===== config.mk =====
export PLATFORM = sky130hd
export DESIGN_NAME = mms_div
export DESIGN_NICKNAME = d
export VERILOG_FILES = /design/src/rtl/mms_pkg.sv /design/src/rtl/mms_div.sv
export SDC_FILE = /design/constraint.sdc
export NUM_CORES = 1
export LEC_CHECK = 0
export ABC_AREA = 1
export ABC_CLOCK_PERIOD_IN_PS = 4380
export BUFFER_PORTS_ARGS = -buffer_cell sky130_fd_sc_hd__buf_2
export CORE_MARGIN = 4
export CORE_UTILIZATION = 45
export DETAILED_ROUTE_END_ITERATION = 10
export PLACE_DENSITY = 0.63
export SLEW_MARGIN = 20
export SYNTH_ARGS = -nofsm -noshare
export SYNTH_HDL_FRONTEND = slang
export SYNTH_SLANG_ARGS = --single-unit

===== constraint.sdc =====
create_clock -name clock -period 4.38 [get_ports clock]
set_input_delay 0.438 -clock clock [delete_from_list [all_inputs] [get_ports clock]]
set_output_delay 0.438 -clock clock [all_outputs]
set_load 0.1 [all_outputs]

===== src/rtl/mms_pkg.sv =====
// Shared types and constants for the min-max feature scaler.
package mms_pkg;

   localparam int VALUE_BITS   = 32;
   localparam int MAX_FEATURES = 64;
   localparam int INDEX_BITS   = 6;
   localparam int COUNT_BITS   = 7;
   localparam int FRAC_SHIFT   = 15;
   localparam int NUM_BITS     = VALUE_BITS + FRAC_SHIFT;
   localparam int STEP_BITS    = $clog2(NUM_BITS + 1);

   localparam logic [COUNT_BITS-1:0] FEATURES_RESET = COUNT_BITS'(MAX_FEATURES);

   localparam logic [VALUE_BITS-1:0] MIN_RESET = {1'b0, {(VALUE_BITS-1){1'b1}}};
   localparam logic [VALUE_BITS-1:0] MAX_RESET = {1'b1, {(VALUE_BITS-1){1'b0}}};
   localparam logic [VALUE_BITS-1:0] MINUS_ONE = VALUE_BITS'(-16384);
   localparam logic [VALUE_BITS-1:0] PLUS_ONE  = VALUE_BITS'(16384);

   localparam logic [1:0] MODE_LEARN = 2'd0;
   localparam logic [1:0] MODE_SCALE = 2'd1;
   localparam logic [1:0] MODE_CLEAR = 2'd2;

   typedef enum logic [4:0] {
      ST_IDLE   = 5'b00001,
      ST_FETCH  = 5'b00010,
      ST_DIVIDE = 5'b00100,
      ST_FIX    = 5'b01000,
      ST_FINISH = 5'b10000
   } state_type;

   typedef struct packed {
      logic                  start;
      logic [NUM_BITS-1:0]   numerator;
      logic [VALUE_BITS-1:0] denominator;
   } div_request_type;

   typedef struct packed {
      logic                done;
      logic [NUM_BITS-1:0] quotient;
   } div_result_type;

endpackage


===== src/rtl/mms_div.sv =====
// Radix-2 restoring divider on magnitudes, one quotient bit per cycle.
module mms_div (
   input  logic                     clock,
   input  logic                     reset,
   input  mms_pkg::div_request_type req,
   output mms_pkg::div_result_type  res
);

   logic [mms_pkg::VALUE_BITS-1:0] rem_ff, rem_in;
   logic [mms_pkg::NUM_BITS-1:0]   quo_ff, quo_in;
   logic [mms_pkg::VALUE_BITS-1:0] den_ff, den_in;
   logic [mms_pkg::STEP_BITS-1:0]  count_ff, count_in;
   logic                           busy_ff, busy_in;
   logic                           done_ff, done_in;
   logic [mms_pkg::VALUE_BITS+1:0] trial;

   always_comb begin
      rem_in   = rem_ff;
      quo_in   = quo_ff;
      den_in   = den_ff;
      count_in = count_ff;
      busy_in  = busy_ff;
      done_in  = 1'b0;
      trial    = {1'b0, rem_ff, quo_ff[mms_pkg::NUM_BITS-1]} - {2'b00, den_ff};
      if (req.start) begin
         rem_in   = '0;
         quo_in   = req.numerator;
         den_in   = req.denominator;
         count_in = mms_pkg::STEP_BITS'(mms_pkg::NUM_BITS);
         busy_in  = 1'b1;
      end else if (busy_ff) begin
         if (!trial[mms_pkg::VALUE_BITS+1]) begin
            rem_in = trial[mms_pkg::VALUE_BITS-1:0];
            quo_in = {quo_ff[mms_pkg::NUM_BITS-2:0], 1'b1};
         end else begin
            rem_in = {rem_ff[mms_pkg::VALUE_BITS-2:0], quo_ff[mms_pkg::NUM_BITS-1]};
            quo_in = {quo_ff[mms_pkg::NUM_BITS-2:0], 1'b0};
         end
         count_in = count_ff - 1'b1;
         if (count_ff == mms_pkg::STEP_BITS'(1)) begin
            busy_in = 1'b0;
            done_in = 1'b1;
         end
      end
   end

   always_ff @(posedge clock) begin
      if (reset) begin
         busy_ff <= 1'b0;
         done_ff <= 1'b0;
      end else begin
         busy_ff <= busy_in;
         done_ff <= done_in;
      end
      rem_ff   <= rem_in;
      quo_ff   <= quo_in;
      den_ff   <= den_in;
      count_ff <= count_in;
   end

   assign res.done     = done_ff;
   assign res.quotient = quo_ff;

endmodule


==> reports/summary.txt <==
Outcome: finished clean
Max Fanout on Critical Path: 35
WS Path Type: flip-flop to flip-flop
Fin cells: 1405
Post-CTS sizing: 0
Hold Path End: busy_ff$_SDFF_PP0_
Avg Vias per Cell: 4.72
Global-route wire length before repair: 31.2 mm
Total gr overflow: 0
Root Driver: clkbuf_16
# IOs: 130
Worst path max stage delay: 0.49 ns
Initial Util: 45.8%
Crit-path cells: inv_1 -> ha_1 -> nand2_2 -> inv_1 -> nand2_1 -> nand2_1 -> a21oi_4 -> nor2_4 -> nor2_8 -> nand2_8 -> nand2_1 -> nand3_1 -> nand2_1
Largest net degree at the start of global routing: 86
Number of distinct library cells after synthesis: 44
Util after Layout: 54.4%
Port bufs: 129
Tcrit/Tclk final: 57.0%
Longest Clk Path Bufs: 2
Pwr/cell area: 387 nW/µm²
Number of global-route vias before repair: 6421
CTS Buf Count: 17
WP buf/inv: 2
Hold buffer count at CTS: 0
R2R depth: 13
FF-to-FF Start: den_ff[19]$_DFFE_PP_
Most frequent CP cell: nand2_1
Syn nets: 1164
Worst Clk Skew: 0.0127 ns
Ys Warns: 0
Worst IR Drop VDD: 0.000291 V
Setup slack after layout: 1.88 ns
Reg2Reg Setup Slack: 1.88 ns
Die area: 19000 µm²
Element type at the critical path end: flip-flop
Most frequent cells in the layout: nand2_1, inv_1, buf_2
Core area: 16500 µm²
Critical R2R Capture: rem_ff[18]$_SDFFE_PP0P_
Final hold slack: 0.175 ns
Row count: 47
Hold depth: 2
Total Neg Setup Slack: 0 ns
Setup slack at placement: 1.87 ns
Worst path required time: 4.74 ns
Slew HR: 32.5%
# nets final: 1289
Final min period: 2.50 ns
Final setup viols: 0
CTS H-Tree Depth: 4
Avg Inst Size Synth: 7.23 µm²
Worst-path clk slew: 0.07 ns
DRC errors left: 0
Final Hold Fails: 0
Die height: 138 µm
Worst Tran Pin Value: 1.01 ns
Hpwl dp: 13.8 mm
CTS tree: yes
Min-Delay Startpoint: reset
Skew-Pair Late Insertion Delay: 0.43 ns
Critical-path top delay cell: nor2_8
RSZ-0062 raised after global routing: no
Post-CTS Setup Bufs: 0
DIE WIDTH: 138 µm
Number of diodes: 0
Crit path arrival time: 2.86 ns
Startpoint types: flip-flop
Flops & latches, synth: 119
Sequential area share after synthesis: 41.9%
WL final: 19.2 mm
Gate Count Post-Synth: 1047
Max-capacitance violation count: 0
Final Max Tran Viols: 0
Commonest non-fill, non-tap cell in the layout: nand2_1
Static leakage: 4.89 nW
DRT Pass-1 Iters: 5
CP top delay family: simple AND/OR/NAND/NOR gates
Area growth syn-to-layout: 18.7%
Initial antenna violation count: 1
Fraction of layout cells with a size suffix above 1: 17.2%
Placed Cells: 1373
Achievable Freq: 400 MHz
Initial DRC count: 380
Gr usage total: 21.2%
DRT antenna net count: 0
Synth Cell Area: 7570 µm²
Vias: 6631
Kind of path behind the tightest hold check: primary input to flip-flop
GPL Wtd Cong: 0.937
Clk sinks: 119
Wirelength per Cell: 13.7 µm
[sequential cells by signal, summed over array words and instances, names as in the netlist]
register,count
count_ff,6
den_ff,32
quo_ff,47
rem_ff,32
busy_ff,1
done_ff,1
[synthesized netlist by cell type (all sizes together)]
| master | count | area (µm²) |
|---|---|---|
| a211oi | 1 | 7.51 |
| a21oi | 20 | 119 |
| a22oi | 1 | 7.51 |
| a31oi | 1 | 6.26 |
| and2 | 2 | 12.5 |
| and3 | 1 | 6.26 |
| and3b | 1 | 8.76 |
| buf | 12 | 115 |
| clkbuf | 14 | 52.6 |
| clkinv | 2 | 7.51 |
| dfxtp | 40 | 801 |
| edfxtp | 79 | 2370 |
| fa | 1 | 20.0 |
| ha | 34 | 425 |
| inv | 177 | 664 |
| nand2 | 459 | 1790 |
| nand3 | 83 | 458 |
| nand3b | 17 | 128 |
| nand4 | 10 | 62.6 |
| nor2 | 53 | 233 |
| nor3 | 8 | 56.3 |
| nor4 | 1 | 6.26 |
| o21ai | 13 | 68.8 |
| o21bai | 2 | 15.0 |
| xnor2 | 12 | 105 |
| xor2 | 3 | 26.3 |
[routing by layer]
metal	routed length (µm)	GRT usage [%]	part of all wire (%)	up-vias
li1	-	-	-	3509
met1	8900	27.5	46	2928
met2	8880	34.7	46	164
met3	1070	5.11	5.6	28
met4	354	7.35	1.8	2
met5	13	0	0.068	-
[worst reg2reg max path, cell delays in order, from the launching register on]
cell and delay [ns]:
edfxtp_1 0.38, inv_1 0.08, ha_1 0.30, nand2_2 0.13, inv_1 0.04, nand2_1 0.05
nand2_1 0.09, a21oi_4 0.19, nor2_4 0.07, nor2_8 0.49, nand2_8 0.29, nand2_1 0.15
nand3_1 0.08, nand2_1 0.10
[logic make-up after synthesis]
| family | Yosys count | share of synthesized area, % |
|---|---|---|
| xor gates and xnor gates | 15 | 1.73 |
| DFF | 119 | 41.9 |
| and+or+nand+nor | 635 | 36.5 |
| adders and majority gates | 35 | 5.88 |
| buffers and inverters | 205 | 11.1 |
| AOI/OAI and AO/OA | 38 | 2.96 |
[power by group]
part | switching [W] | leakage (nW) | internal, W
sequential | 0.0000349 | 1.12 | 0.00129
clock | 0.000595 | 0.308 | 0.000921
combinational | 0.000520 | 3.47 | 0.000127
[metrics by stage]
stage	instance area, µm²	power, W
after floorplan	7570	0.00185
after global placement	8360	0.00199
after detailed placement	8360	0.00199
after CTS	8990	0.00352
after global routing	8990	0.00362
final	8990	0.00348
[cell type report]
type,count,area (µm²)
Inverter,179,672
Timing Repair Buffer,132,671
Tap cell,220,275
Sequential cell,119,3170
Clock inverter,15,209
Clock buffer,17,425
Fill cell,1618,7530
Multi-Input combinational cell,723,3570
[worst max-delay path by stage]
stage / start / slack [ns] / endpoint / cells past startpoint
after floorplan: quo_ff[46]$_DFFE_PP_ / 1.85 / rem_ff[28]$_SDFFE_PP0P_ / 15
after global placement: req[79] / 1.91 / quo_ff[0]$_DFFE_PP_ / 4
after detailed placement: req[79] / 1.87 / quo_ff[0]$_DFFE_PP_ / 4
after CTS: den_ff[19]$_DFFE_PP_ / 1.86 / rem_ff[18]$_SDFFE_PP0P_ / 13
after global routing: den_ff[19]$_DFFE_PP_ / 1.67 / rem_ff[3]$_SDFFE_PP0P_ / 13
final: den_ff[19]$_DFFE_PP_ / 1.88 / rem_ff[18]$_SDFFE_PP0P_ / 13
Power figures use the tool's default switching activity.
